## src/hw/rtl/heater_step_controller_macros.svh

```systemverilog
// assertion macros for the heater step controller
// needs clk_i and rst_ni in the scope of the module that uses them
`ifndef HEATER_STEP_CONTROLLER_MACROS_SVH
`define HEATER_STEP_CONTROLLER_MACROS_SVH

// checked only outside reset
`define HSC_ASSERT(lbl, prop, msg) \
  lbl: assert property (@(posedge clk_i) disable iff (!rst_ni) (prop)) else $error(msg);

// checked at every edge, reset included
`define HSC_ASSERT_ALWAYS(lbl, prop, msg) \
  lbl: assert property (@(posedge clk_i) (prop)) else $error(msg);

`endif

```

## src/hw/rtl/hsc_pkg.sv

```systemverilog
// shared types and constants for the heater step controller
// no dependencies
package hsc_pkg;

  localparam int unsigned OP_W   = 3;
  localparam int unsigned TEMP_W = 15;
  localparam int unsigned PWR_W  = 7;
  localparam int unsigned CIDX_W = 3;
  localparam int unsigned CDAT_W = 16;

  typedef enum logic [OP_W-1:0] {
    OP_TICK   = 3'd0,
    OP_SAMPLE = 3'd1,
    OP_START  = 3'd2,
    OP_PAUSE  = 3'd3,
    OP_RESUME = 3'd4,
    OP_FINISH = 3'd5,
    OP_CANCEL = 3'd6
  } op_e;

  typedef enum logic [1:0] {
    EV_NONE    = 2'd0,
    EV_TRIP    = 2'd1,
    EV_HOLD    = 2'd2,
    EV_REFUSED = 2'd3
  } ev_e;

  typedef enum logic [CIDX_W-1:0] {
    REG_TARGET_TEMP = 3'd0,
    REG_SAFE_LIMIT  = 3'd1,
    REG_PULSE_GAP   = 3'd2,
    REG_ZERO_PULSES = 3'd3,
    REG_HOLD_TICKS  = 3'd4
  } reg_e;

  localparam logic [6:0]  TARGET_TEMP_RST = 7'd60;
  localparam logic [9:0]  SAFE_LIMIT_RST  = 10'd100;
  localparam logic [15:0] PULSE_GAP_RST   = 16'd300;
  localparam logic [7:0]  ZERO_PULSES_RST = 8'd100;
  localparam logic [15:0] HOLD_TICKS_RST  = 16'd20000;

  // band edges in 1/16 degree: 10, 5 and 2 degrees
  localparam logic signed [16:0] BAND_HI_DIFF  = 17'sd160;
  localparam logic signed [16:0] BAND_MID_DIFF = 17'sd80;
  localparam logic signed [16:0] BAND_LO_DIFF  = 17'sd32;

  localparam logic [PWR_W-1:0] PWR_MAX  = 7'd100;
  localparam logic [PWR_W-1:0] PWR_HI   = 7'd100;
  localparam logic [PWR_W-1:0] PWR_MID  = 7'd70;
  localparam logic [PWR_W-1:0] PWR_LO   = 7'd40;
  localparam logic [PWR_W-1:0] PWR_MIN  = 7'd20;

  typedef struct packed {
    logic [6:0]  target_temp;
    logic [9:0]  safe_limit;
    logic [15:0] pulse_gap;
    logic [7:0]  zero_pulses;
    logic [15:0] hold_ticks;
  } cfg_t;

  typedef struct packed {
    logic [OP_W-1:0]   operation;
    logic [TEMP_W-1:0] chamber_temp;
    logic              chamber_valid;
    logic [TEMP_W-1:0] hot_temp;
    logic              hot_valid;
  } item_t;

  typedef struct packed {
    logic             step_up;
    logic             step_down;
    logic [PWR_W-1:0] power_level;
    logic [PWR_W-1:0] power_aim;
    logic             heating;
    logic             zeroing;
    ev_e              event_code;
  } res_t;

endpackage

```

## src/hw/rtl/hsc_cfg_regs.sv

```systemverilog
// configuration registers of the heater step controller
// depends on hsc_pkg
module hsc_cfg_regs (
  input  logic                       clk_i,
  input  logic                       rst_ni,
  input  logic                       cfg_we_i,
  input  logic [hsc_pkg::CIDX_W-1:0] cfg_idx_i,
  input  logic [hsc_pkg::CDAT_W-1:0] cfg_data_i,
  output hsc_pkg::cfg_t              cfg_o
);

  hsc_pkg::cfg_t cfg_q, cfg_d;

  always_comb begin
    cfg_d = cfg_q;
    if (cfg_we_i) begin
      unique case (hsc_pkg::reg_e'(cfg_idx_i))
        hsc_pkg::REG_TARGET_TEMP: cfg_d.target_temp = cfg_data_i[6:0];
        hsc_pkg::REG_SAFE_LIMIT:  cfg_d.safe_limit  = cfg_data_i[9:0];
        hsc_pkg::REG_PULSE_GAP:   cfg_d.pulse_gap   = cfg_data_i;
        hsc_pkg::REG_ZERO_PULSES: cfg_d.zero_pulses = cfg_data_i[7:0];
        hsc_pkg::REG_HOLD_TICKS:  cfg_d.hold_ticks  = cfg_data_i;
        default: ;
      endcase
    end
  end

  always_ff @(posedge clk_i or negedge rst_ni) begin
    if (!rst_ni) begin
      cfg_q.target_temp <= hsc_pkg::TARGET_TEMP_RST;
      cfg_q.safe_limit  <= hsc_pkg::SAFE_LIMIT_RST;
      cfg_q.pulse_gap   <= hsc_pkg::PULSE_GAP_RST;
      cfg_q.zero_pulses <= hsc_pkg::ZERO_PULSES_RST;
      cfg_q.hold_ticks  <= hsc_pkg::HOLD_TICKS_RST;
    end else begin
      cfg_q <= cfg_d;
    end
  end

  assign cfg_o = cfg_q;

endmodule

```

## src/hw/rtl/hsc_core.sv

```systemverilog
// controller state and the per-item update logic
// depends on hsc_pkg
module hsc_core (
  input  logic          clk_i,
  input  logic          rst_ni,
  input  logic          adv_i,
  input  hsc_pkg::item_t item_i,
  input  hsc_pkg::cfg_t  cfg_i,
  output hsc_pkg::res_t  res_o
);

  logic [hsc_pkg::PWR_W-1:0] pwr_now_q, pwr_now_d, pwr_goal_q, pwr_goal_d;
  logic [7:0]  zero_left_q, zero_left_d;
  logic [15:0] gap_q, gap_d, hold_q, hold_d;
  logic        zero_act_q, zero_act_d, reached_q, reached_d;
  logic        run_q, run_d, paused_q, paused_d;

  logic        up, dn, zreq, trip;
  logic [15:0] gap_inc, hold_inc;
  logic signed [15:0] hot_s, limit_s;
  logic signed [16:0] diff;
  hsc_pkg::ev_e ev;

  assign hot_s   = 16'(signed'(item_i.hot_temp));
  assign limit_s = signed'({2'b00, cfg_i.safe_limit, 4'b0000});
  assign diff    = signed'({6'b0, cfg_i.target_temp, 4'b0000})
                 - 17'(signed'(item_i.chamber_temp));
  assign trip    = item_i.hot_valid && (hot_s >= limit_s);
  assign gap_inc = (gap_q == 16'hffff) ? gap_q : gap_q + 16'd1;
  assign hold_inc = (hold_q == 16'hffff) ? hold_q : hold_q + 16'd1;

  always_comb begin
    pwr_now_d   = pwr_now_q;
    pwr_goal_d  = pwr_goal_q;
    zero_left_d = zero_left_q;
    gap_d       = gap_q;
    hold_d      = hold_q;
    zero_act_d  = zero_act_q;
    reached_d   = reached_q;
    run_d       = run_q;
    paused_d    = paused_q;
    up          = 1'b0;
    dn          = 1'b0;
    zreq        = 1'b0;
    ev          = hsc_pkg::EV_NONE;

    unique case (hsc_pkg::op_e'(item_i.operation))
      hsc_pkg::OP_TICK: begin
        gap_d = gap_inc;
        if (zero_act_q) begin
          if (gap_inc >= cfg_i.pulse_gap) begin
            gap_d = '0;
            if (zero_left_q != 8'd0) begin
              dn          = 1'b1;
              zero_left_d = zero_left_q - 8'd1;
              pwr_now_d   = '0;
            end
            if (zero_left_d == 8'd0) begin
              zero_act_d = 1'b0;
              pwr_now_d  = '0;
              pwr_goal_d = '0;
            end
          end
        end else if (pwr_now_q != pwr_goal_q && gap_inc >= cfg_i.pulse_gap) begin
          gap_d = '0;
          if (pwr_now_q < pwr_goal_q) begin
            if (pwr_now_q < hsc_pkg::PWR_MAX) begin
              up        = 1'b1;
              pwr_now_d = pwr_now_q + 7'd1;
            end
          end else if (pwr_now_q != '0) begin
            dn        = 1'b1;
            pwr_now_d = pwr_now_q - 7'd1;
          end
        end
        if (run_q && reached_q) begin
          pwr_goal_d = '0;
          hold_d     = hold_inc;
          if (hold_inc >= cfg_i.hold_ticks) begin
            run_d = 1'b0;
            zreq  = 1'b1;
            ev    = hsc_pkg::EV_HOLD;
          end
        end
      end
      hsc_pkg::OP_SAMPLE: begin
        if (run_q) begin
          if (trip) begin
            run_d      = 1'b0;
            paused_d   = 1'b0;
            reached_d  = 1'b0;
            hold_d     = '0;
            pwr_goal_d = '0;
            zreq       = 1'b1;
            ev         = hsc_pkg::EV_TRIP;
          end else if (item_i.chamber_valid) begin
            if (diff <= 17'sd0) begin
              if (!reached_q) begin
                reached_d = 1'b1;
                hold_d    = '0;
              end
              pwr_goal_d = '0;
            end else begin
              reached_d = 1'b0;
              hold_d    = '0;
              if (diff >= hsc_pkg::BAND_HI_DIFF) begin
                pwr_goal_d = hsc_pkg::PWR_HI;
              end else if (diff >= hsc_pkg::BAND_MID_DIFF) begin
                pwr_goal_d = hsc_pkg::PWR_MID;
              end else if (diff >= hsc_pkg::BAND_LO_DIFF) begin
                pwr_goal_d = hsc_pkg::PWR_LO;
              end else begin
                pwr_goal_d = hsc_pkg::PWR_MIN;
              end
            end
          end
        end
      end
      hsc_pkg::OP_START: begin
        if (zero_act_q) begin
          ev = hsc_pkg::EV_REFUSED;
        end else if (!run_q) begin
          run_d      = 1'b1;
          paused_d   = 1'b0;
          pwr_now_d  = '0;
          pwr_goal_d = '0;
          reached_d  = 1'b0;
          hold_d     = '0;
        end
      end
      hsc_pkg::OP_PAUSE: begin
        if (run_q) begin
          run_d      = 1'b0;
          paused_d   = 1'b1;
          pwr_goal_d = pwr_now_q;
        end
      end
      hsc_pkg::OP_RESUME: begin
        if (paused_q) begin
          paused_d = 1'b0;
          run_d    = 1'b1;
        end
      end
      hsc_pkg::OP_FINISH: begin
        if (run_q) begin
          run_d      = 1'b0;
          pwr_goal_d = '0;
        end
      end
      hsc_pkg::OP_CANCEL: begin
        if (paused_q) begin
          paused_d   = 1'b0;
          pwr_goal_d = '0;
          zreq       = 1'b1;
        end
      end
      default: ;
    endcase

    // a zeroing run already under way is left alone
    if (zreq && !zero_act_d) begin
      zero_act_d  = 1'b1;
      zero_left_d = cfg_i.zero_pulses;
      pwr_goal_d  = '0;
      gap_d       = '0;
    end
  end

  always_ff @(posedge clk_i or negedge rst_ni) begin
    if (!rst_ni) begin
      pwr_now_q   <= '0;
      pwr_goal_q  <= '0;
      zero_left_q <= '0;
      gap_q       <= '0;
      hold_q      <= '0;
      zero_act_q  <= 1'b0;
      reached_q   <= 1'b0;
      run_q       <= 1'b0;
      paused_q    <= 1'b0;
    end else if (adv_i) begin
      pwr_now_q   <= pwr_now_d;
      pwr_goal_q  <= pwr_goal_d;
      zero_left_q <= zero_left_d;
      gap_q       <= gap_d;
      hold_q      <= hold_d;
      zero_act_q  <= zero_act_d;
      reached_q   <= reached_d;
      run_q       <= run_d;
      paused_q    <= paused_d;
    end
  end

  always_comb begin
    res_o.step_up     = up;
    res_o.step_down   = dn;
    res_o.power_level = pwr_now_d;
    res_o.power_aim   = pwr_goal_d;
    res_o.heating     = run_d;
    res_o.zeroing     = zero_act_d;
    res_o.event_code  = ev;
  end

endmodule

```

## src/hw/rtl/heater_step_controller.sv

```systemverilog
// heater step controller top level: input register, core and result register
// depends on hsc_pkg, hsc_cfg_regs, hsc_core and heater_step_controller_macros.svh
//
// Each input transfer carries one item: a tick, a temperature sample or a user
// command (start, pause, resume, finish, cancel). Every item yields exactly one
// result transfer with the knob pulse for that item, the believed and aimed
// power, the run and zeroing flags and an event code.
// The item is caught in an input register, updated against the controller
// state by one combinational pass and written to the result register, so
// out_valid_o rises once the result register is written, which waits while
// the receiver stalls. One item per cycle is sustained while the receiver
// takes every result; the state update of one pass feeds the next directly.
// When the receiver stalls, the result register holds its contents and the
// input register takes one more item; after that in_ready_o drops until the
// result is taken.
// The user writes registers through cfg_we_i, cfg_idx_i and cfg_data_i only
// while the block is idle, which the block does not enforce; a write takes
// effect on the next edge. Reset clears both valid flags and all controller
// state and loads the register defaults: target 60 C, trip 100 C, pulse gap
// 300, 100 zeroing pulses and a hold of 20000 ticks.
`include "heater_step_controller_macros.svh"

module heater_step_controller (
  input  logic                       clk_i,
  input  logic                       rst_ni,
  input  logic                       cfg_we_i,
  input  logic [hsc_pkg::CIDX_W-1:0] cfg_idx_i,
  input  logic [hsc_pkg::CDAT_W-1:0] cfg_data_i,
  input  logic                       in_valid_i,
  output logic                       in_ready_o,
  input  logic [2:0]                 operation_i,
  input  logic signed [14:0]         chamber_temp_i,
  input  logic                       chamber_valid_i,
  input  logic signed [14:0]         hot_temp_i,
  input  logic                       hot_valid_i,
  output logic                       out_valid_o,
  input  logic                       out_ready_i,
  output logic                       step_up_o,
  output logic                       step_down_o,
  output logic [6:0]                 power_level_o,
  output logic [6:0]                 power_aim_o,
  output logic                       heating_o,
  output logic                       zeroing_o,
  output logic [1:0]                 event_code_o
);

  hsc_pkg::cfg_t  cfg;
  hsc_pkg::item_t item_q;
  hsc_pkg::res_t  res, res_q;
  logic           in_vld_q, in_vld_d, out_vld_q, out_vld_d, adv, in_xfer;

  hsc_cfg_regs u_cfg (
    .clk_i      (clk_i),
    .rst_ni     (rst_ni),
    .cfg_we_i   (cfg_we_i),
    .cfg_idx_i  (cfg_idx_i),
    .cfg_data_i (cfg_data_i),
    .cfg_o      (cfg)
  );

  hsc_core u_core (
    .clk_i  (clk_i),
    .rst_ni (rst_ni),
    .adv_i  (adv),
    .item_i (item_q),
    .cfg_i  (cfg),
    .res_o  (res)
  );

  assign adv        = in_vld_q && (!out_vld_q || out_ready_i);
  assign in_ready_o = !in_vld_q || adv;
  assign in_xfer    = in_valid_i && in_ready_o;

  always_comb begin
    in_vld_d = in_vld_q;
    if (in_xfer) begin
      in_vld_d = 1'b1;
    end else if (adv) begin
      in_vld_d = 1'b0;
    end
    out_vld_d = out_vld_q;
    if (adv) begin
      out_vld_d = 1'b1;
    end else if (out_ready_i) begin
      out_vld_d = 1'b0;
    end
  end

  always_ff @(posedge clk_i or negedge rst_ni) begin
    if (!rst_ni) begin
      in_vld_q  <= 1'b0;
      out_vld_q <= 1'b0;
    end else begin
      in_vld_q  <= in_vld_d;
      out_vld_q <= out_vld_d;
    end
  end

  always_ff @(posedge clk_i) begin
    if (in_xfer) begin
      item_q.operation     <= operation_i;
      item_q.chamber_temp  <= chamber_temp_i;
      item_q.chamber_valid <= chamber_valid_i;
      item_q.hot_temp      <= hot_temp_i;
      item_q.hot_valid     <= hot_valid_i;
    end
    if (adv) begin
      res_q <= res;
    end
  end

  assign out_valid_o   = out_vld_q;
  assign step_up_o     = res_q.step_up;
  assign step_down_o   = res_q.step_down;
  assign power_level_o = res_q.power_level;
  assign power_aim_o   = res_q.power_aim;
  assign heating_o     = res_q.heating;
  assign zeroing_o     = res_q.zeroing;
  assign event_code_o  = res_q.event_code;

  `HSC_ASSERT_ALWAYS(a_stall_only_when_full,
    !in_ready_o |-> (in_vld_q && out_vld_q && !out_ready_i), "input stalled with room")
  `HSC_ASSERT(a_one_pulse,
    out_vld_q |-> !(res_q.step_up && res_q.step_down), "both knob pulses in one result")
  `HSC_ASSERT(a_zero_not_run,
    out_vld_q && res_q.zeroing |-> !res_q.heating, "zeroing during a heating run")
  `HSC_ASSERT(a_power_range,
    out_vld_q |-> (res_q.power_level <= hsc_pkg::PWR_MAX
                   && res_q.power_aim <= hsc_pkg::PWR_MAX), "power beyond full scale")
  `HSC_ASSERT(a_result_follows, $past(adv) |-> out_vld_q, "processed item gave no result")

endmodule
```

## config.mk

```make
export PLATFORM = sky130hd
export DESIGN_NAME = heater_step_controller
export DESIGN_NICKNAME = d
export VERILOG_FILES = /design/src/hw/rtl/hsc_pkg.sv /design/src/hw/rtl/hsc_cfg_regs.sv /design/src/hw/rtl/hsc_core.sv /design/src/hw/rtl/heater_step_controller.sv
export VERILOG_INCLUDE_DIRS = /design/src /design/src/hw/rtl
export SDC_FILE = /design/constraint.sdc
export NUM_CORES = 1
export LEC_CHECK = 0
export BUFFER_PORTS_ARGS = -buffer_cell sky130_fd_sc_hd__buf_2
export CAP_MARGIN = 10
export CORE_MARGIN = 1.5
export CORE_UTILIZATION = 30
export DETAILED_ROUTE_END_ITERATION = 16
export GPL_TIMING_DRIVEN = 0
export PLACE_DENSITY = 0.45
export SYNTH_ARGS = -nofsm -noshare
export SYNTH_HDL_FRONTEND = slang
export SYNTH_SLANG_ARGS = --single-unit
```

## constraint.sdc

```tcl
create_clock -name clk_i -period 8.6 [get_ports clk_i]
set_clock_uncertainty 0.05 [all_clocks]
set_input_delay 0.43 -clock clk_i [delete_from_list [all_inputs] [get_ports clk_i]]
set_output_delay 0.43 -clock clk_i [all_outputs]
set_load 0.005 [all_outputs]
```

Word-level counts from Yosys, hierarchy flattened
Index checks and enable logic that the tools add are counted.
{ "op_classes": {"addsub": 6, "order_cmp": 9, "eq_ne": 21, "muxes": 99, "bitwise_logic": 3, "n_reduce_logical": 37} }
{ "op_table": {"columns": ["operator", "count"], "rows": [
  ["16-bit two-way mux", 15],
  ["7-bit two-way mux", 26],
  ["8-bit two-way mux", 8],
  ["16-bit case mux with 3 select lines", 1],
  ["7-bit case mux with 6 select lines", 1],
  ["1-bit two-way mux", 37],
  ["16-bit by 1-bit adder with 16-bit output (second input constant)", 2],
  ["16-bit == test (second input constant)", 2],
  ["16-bit >= comparator", 2],
  ["17-bit by 7-bit >= comparator with 1-bit output (second input constant)", 1],
  ["17-bit by 8-bit >= comparator with 1-bit output (second input constant)", 1],
  ["17-bit by 9-bit >= comparator with 1-bit output (second input constant)", 1],
  ["17-bit by 1-bit <= comparator with 1-bit output (second input constant)", 1],
  ["12-bit by 15-bit subtractor with 16-bit output", 1],
  ["15-bit >= comparator", 1],
  ["7-bit case mux with 2 select lines", 1],
  ["3-bit by 2-bit == test with 1-bit output (second input constant)", 4],
  ["3-bit == test (second input constant)", 4],
  ["2-bit AND reduction", 6],
  ["2-bit nonzero test", 6],
  ["8-bit logical NOT", 1],
  ["2-bit two-way mux", 4],
  ["2-bit by 1-bit != test with 1-bit output (second input constant)", 4],
  ["8-bit AND reduction", 1],
  ["30 further kinds", 44]
]} }
{ "totals": {"ff_bits": 172, "in_bits": 59, "out_inout_bits": 22, "elab_cells": 203} }

Depth between registers and ports, before layout
{ "logic_depth": {"ltp_word": 15, "depth_mapped": 19, "mapped_depth_nobuf": 18} }

Modules after synthesis
A second synthesis with hierarchy kept.
{ "hier_totals": {"cells_unflattened": 1108, "hier_area_um2": 10830.4} }
{ "by_module_without_submodules": {"columns": ["mod", "n_inst", "cells_per_inst", "area_each_um2", "seq_area_each_um2"], "rows": [
  ["hsc_core", 1, 921, 6880.3, 1451.4],
  ["hsc_cfg_regs", 1, 124, 2194.6, 1450.1],
  ["heater_step_controller", 1, 63, 1755.4, 1701.6]
]} }

Least setup slack after synthesis
OpenSTA, ideal clock, no wires.
{ "synth_timing": {"path_kind": "register -> register", "startpoint": "reg u_core.gap_q[8]", "endpoint": "reg u_core.gap_q[3]", "arrival_time_ps": 4499, "setup_slack_ps": 3969, "stages_incl_launch_ff": 19, "period_less_slack_ps": 4631, "cell_sequence": "dfrtp_1 > clkbuf_1 > and4_1 > nand2_1 > nor4_1 > or2_2 > nor2_1 > and4_1 > xor2_1 > ha_1 > and4_1 > a221o_1 > a221oi_1 > o31a_1 > a21oi_1 > nor3_1 > clkbuf_1 > nand3_1 > a31oi_1"} }
{ "synth_via": {"elab_chain_cells": 10} }
{ "synth_rtl": {"columns": ["item", "line_no", "rtl"], "rows": [
  ["from (decl)", "hsc_core.sv:14", "logic [15:0] gap_q, gap_d, hold_q, hold_d;"],
  ["from (signal assigned)", "hsc_core.sv:184", "gap_q <= gap_d;"],
  ["16-bit by 1-bit adder with 16-bit output / 16-bit == test (equally long branches)", "hsc_core.sv:29", "assign gap_inc = (gap_q == 16'hffff) ? gap_q : gap_q + 16'd1;"],
  ["16-bit two-way mux *", "hsc_core.sv:29", null],
  ["16-bit >= comparator", "hsc_core.sv:51, hsc_core.sv:64", null],
  ["1-bit two-way mux", "hsc_core.sv:51", "if (gap_inc >= cfg_i.pulse_gap) begin"],
  ["1-bit two-way mux", "hsc_core.sv:50", "if (zero_act_q) begin"],
  ["1-bit two-way mux", "hsc_core.sv:47", "unique case (hsc_pkg::op_e'(item_i.operation))"],
  ["1-bit logical NOT", "hsc_core.sv:161", "if (zreq && !zero_act_d) begin"],
  ["1-bit logical AND", "hsc_core.sv:161", null],
  ["2-bit nonzero test (no line)", null, null],
  ["2-bit AND reduction (no line)", null, null]
]} }
Every way passes the cells marked *; elsewhere a longest branch is shown, timed or not. The select of a mux whose other input is x is not followed.
A chain may end at the register's enable or synchronous reset.

Worst setup path after layout
{ "layout_timing": {"startpoint": "reg u_core.gap_q[3]", "endpoint": "reg u_core.gap_q[9]"} }
Same word-level chain as after synthesis.

==> impl_metrics.toml <==
[run_status]
status = "finished clean"

[logic_synthesis]
synth-seq-area-share = 0.448
synth_cell_types = 79
synth_cells = 1077
ys.flop_type = "dfrtp_1"
ys_warn_count = 0
synth_top_cell_by_area = "dfrtp_1"
synthTopCellsByCount = "nand2_1 (125), dfrtp_1 (98), o21ai_0 (85)"
netlist_top_cells_area = "dfrtp_1 (24%), edfxtp_1 (16%), ha_1 (7.7%)"
ys_seq_elements = 172
yosysTopAreaCellShare = 0.238
async_flop_share = 0.680
syn_area_per_cell_sq_um = 9.55
syn_area_sq_um = 10300
syn_nets = 1199
synth-edff-count = 55
yosysMostFrequentCell = "nand2_1"

[floorplan]
ios = 81
core_region_area_sq_um = 33600
die-width_um = 188
start_util = 0.306
die-area_sq_um = 35400
row_count = 67
fp.dieH_um = 188

[detailed_routing]
viasPerCell = 5.09
detail_route.iter0.violations = 600
ant_nets = 0
route.detailed.wl_per_inst_um = 16.7
drc = 0
drt_first_pass_iters = 5
dr_total_vias = 8351
wl_um = 27400

[worst_hold_path]
holdPathStages = 1
min_path_type = "in -> reg"

[critical_path]
cp.arrival_ns = 6.19
cp-start-kind = "flip-flop"
cp_data_required_time_ns = 8.90
cp-end-kind = "flip-flop"
path_class = "reg -> reg"
crit_fanout = 10
r2r_cells = 17

[cts]
clock_path_buffers = 2
clk-insertion-delay-late_ns = 0.43
htreeDepth = 4
clock_sinks = 172
clock-root-buffer = "clkbuf_16"
path_clk_slew_ns = 0.07
cts_made_buffers = 17
postCtsSetupBuffers = 0
cts_hold_buf = 1
tritoncts = "built"
ctsResizeCount = 0

[sta]
fin_crit_ns = 5.89
layout_setup_ws_ns = 2.71
final-setup-viol-count = 0
rsz0062_at_grt = "false"
max_freq_mhz = 170
slew_headroom = 0.259
hold_violations = 0
finalSetupTns_ns = 0
slew_viol_final = 0
worst_pin_slew_ns = 1.11
finalCritPeriodShare = 0.684

[final_layout]
layout.nets = 1300
syn_to_final_growth_pct = 15.7
drive_gt1_frac = 0.153
fillers = 3470
utilization = 0.354

[global_routing]
antenna_found_initial = 1
grt_start_max_net_pins = 61
overflow = 0
grt_usage = 0.161
grt_pass1_vias = 8292
grt_pass1_wl_um = 45100

[flow_run]
drv_cap = 0

[power_and_ir_drop]
power-per-cell-area_nw_per_um2 = 213
power_mw = 2.53
ir_drop_mv = 0.119
power_leakage_nw = 5.14

[place]
dp_slack_ns = 2.69
numPortBuffers = 79
gp_congestion = 0.840
hpwl_um = 20500
==> power by group <==
group | leakage [nW] | switching [mW] | internal (mW) | total, mW
combinational | 2.89 | 0.384 | 0.272 | 0.657
clock | 0.290 | 0.350 | 0.458 | 0.808
sequential | 1.96 | 0.0767 | 0.990 | 1.07
total | 5.14 | 0.811 | 1.72 | 2.53
==> layer usage <==
metal,vias up,wire length [um],track usage,part of all wire
met5,-,0,0,0
met4,0,357,0.0449,0.013
li1,4135,-,-,-
met2,178,12200,0.251,0.45
met3,23,1130,0.0284,0.041
met1,4015,13600,0.228,0.50
==> cells in the final DEF (no fill, tap or decap), types with 18 or more instances in the layout <==
| cell type | Yosys | layout |
|---|---|---|
| buf_2 | 2 | 80 |
| ha_1 | 63 | 63 |
| edfxtp_1 | 55 | 55 |
| nor3_1 | 28 | 28 |
| mux2_2 | 26 | 26 |
| inv_1 | 78 | 78 |
| dfrtp_1 | 98 | 98 |
| nor2_1 | 61 | 61 |
| clkbuf_1 | 36 | 36 |
| dfstp_2 | 19 | 19 |
| a31oi_1 | 21 | 21 |
| xnor2_1 | 18 | 18 |
| a21oi_1 | 49 | 49 |
| nand2_1 | 125 | 125 |
| nand3_1 | 29 | 29 |
| o21ai_0 | 85 | 84 |
| a21o_1 | 24 | 24 |
==> worst max-delay path: stages (launching register included) <==
cell and delay (ns):
dfrtp_1 0.45, and3_1 0.22, nand3_1 0.21, nor4_1 0.72
or2_2 0.25, nor2_1 0.07, and4_1 0.22, xor2_1 0.21
ha_1 0.28, and4_1 0.22, a221o_1 0.35, a221oi_1 0.45
o31a_1 0.42, a21oi_1 0.08, nor3_1 0.79, clkbuf_1 0.48
nand3_1 0.13, a31oi_1 0.20
==> kinds of logic (layout without fill, tap and decap cells) <==
family	Yosys count	count (layout)	synth area share
simple gates	362	362	0.178
flops	172	172	0.448
buf+inv	120	234	0.0448
mux	39	39	0.0411
other cells	0	1	0
fa+ha+maj	63	63	0.0766
xor+xnor	29	29	0.0247
compound gates	292	292	0.187
==> path summary, 6_finish.rpt <==
check	slack, ns	start	endpoint
worst max-delay path	2.71	u_core.gap_q[3]$_DFFE_PN0P_	u_core.gap_q[9]$_DFFE_PN0P_
worst min-delay path	0.12	hot_temp_i[8]	item_q[9]$_DFFE_PP_
worst max register to register	2.71	u_core.gap_q[3]$_DFFE_PN0P_	u_core.gap_q[9]$_DFFE_PN0P_
worst min register to register	0.44	in_vld_q$_DFFE_PN0P_	out_valid_o$_DFFE_PN0P_
max in group asynchronous	7.23	rst_ni	u_cfg.cfg_o[22]$_DFFE_PN1P_
min in group asynchronous	0.50	rst_ni	u_core.hold_q[6]$_DFFE_PN0P_
==> cell type report <==
class                           instances  area [sq um]  share of cell area
Antenna cell                            1          2.50            0.000210
Clock inverter                         14           169              0.0142
Buffer                                 41           165              0.0139
Clock buffer                           18           429              0.0361
Sequential cell                       172          4600               0.387
Multi-Input combinational cell        785          5220               0.439
Tap cell                              448           561              0.0471
Inverter                               79           297              0.0249
Timing Repair Buffer                   82           447              0.0375
==> flip-flops by register name, indices dropped and copies added, names as in the netlist <==
signal              count
step_up_o               1
u_cfg.cfg_o            57
u_core.reached_q        1
power_level_o           7
power_aim_o             7
u_core.pwr_goal_q       7
u_core.run_q            1
item_q                 35
u_core.paused_q         1
u_core.zero_act_q       1
out_valid_o             1
in_vld_q                1
step_down_o             1
heating_o               1
u_core.zero_left_q      8
u_core.hold_q          16
zeroing_o               1
u_core.gap_q           16
event_code_o            2
u_core.pwr_now_q        7
==> stage by stage <==
| stage | hold WS, ns | cells | area, sq um |
|---|---|---|---|
| floorplan | 0.0844 | 1077 | 10300 |
| global placement | 0.421 | 1604 | 11200 |
| detailed placement | 0.409 | 1606 | 11300 |
| CTS | 0.0906 | 1639 | 11900 |
| global route | 0.0957 | 1639 | 11900 |
| finish | 0.116 | 1640 | 11900 |
Power figures use the tool's default switching activity.
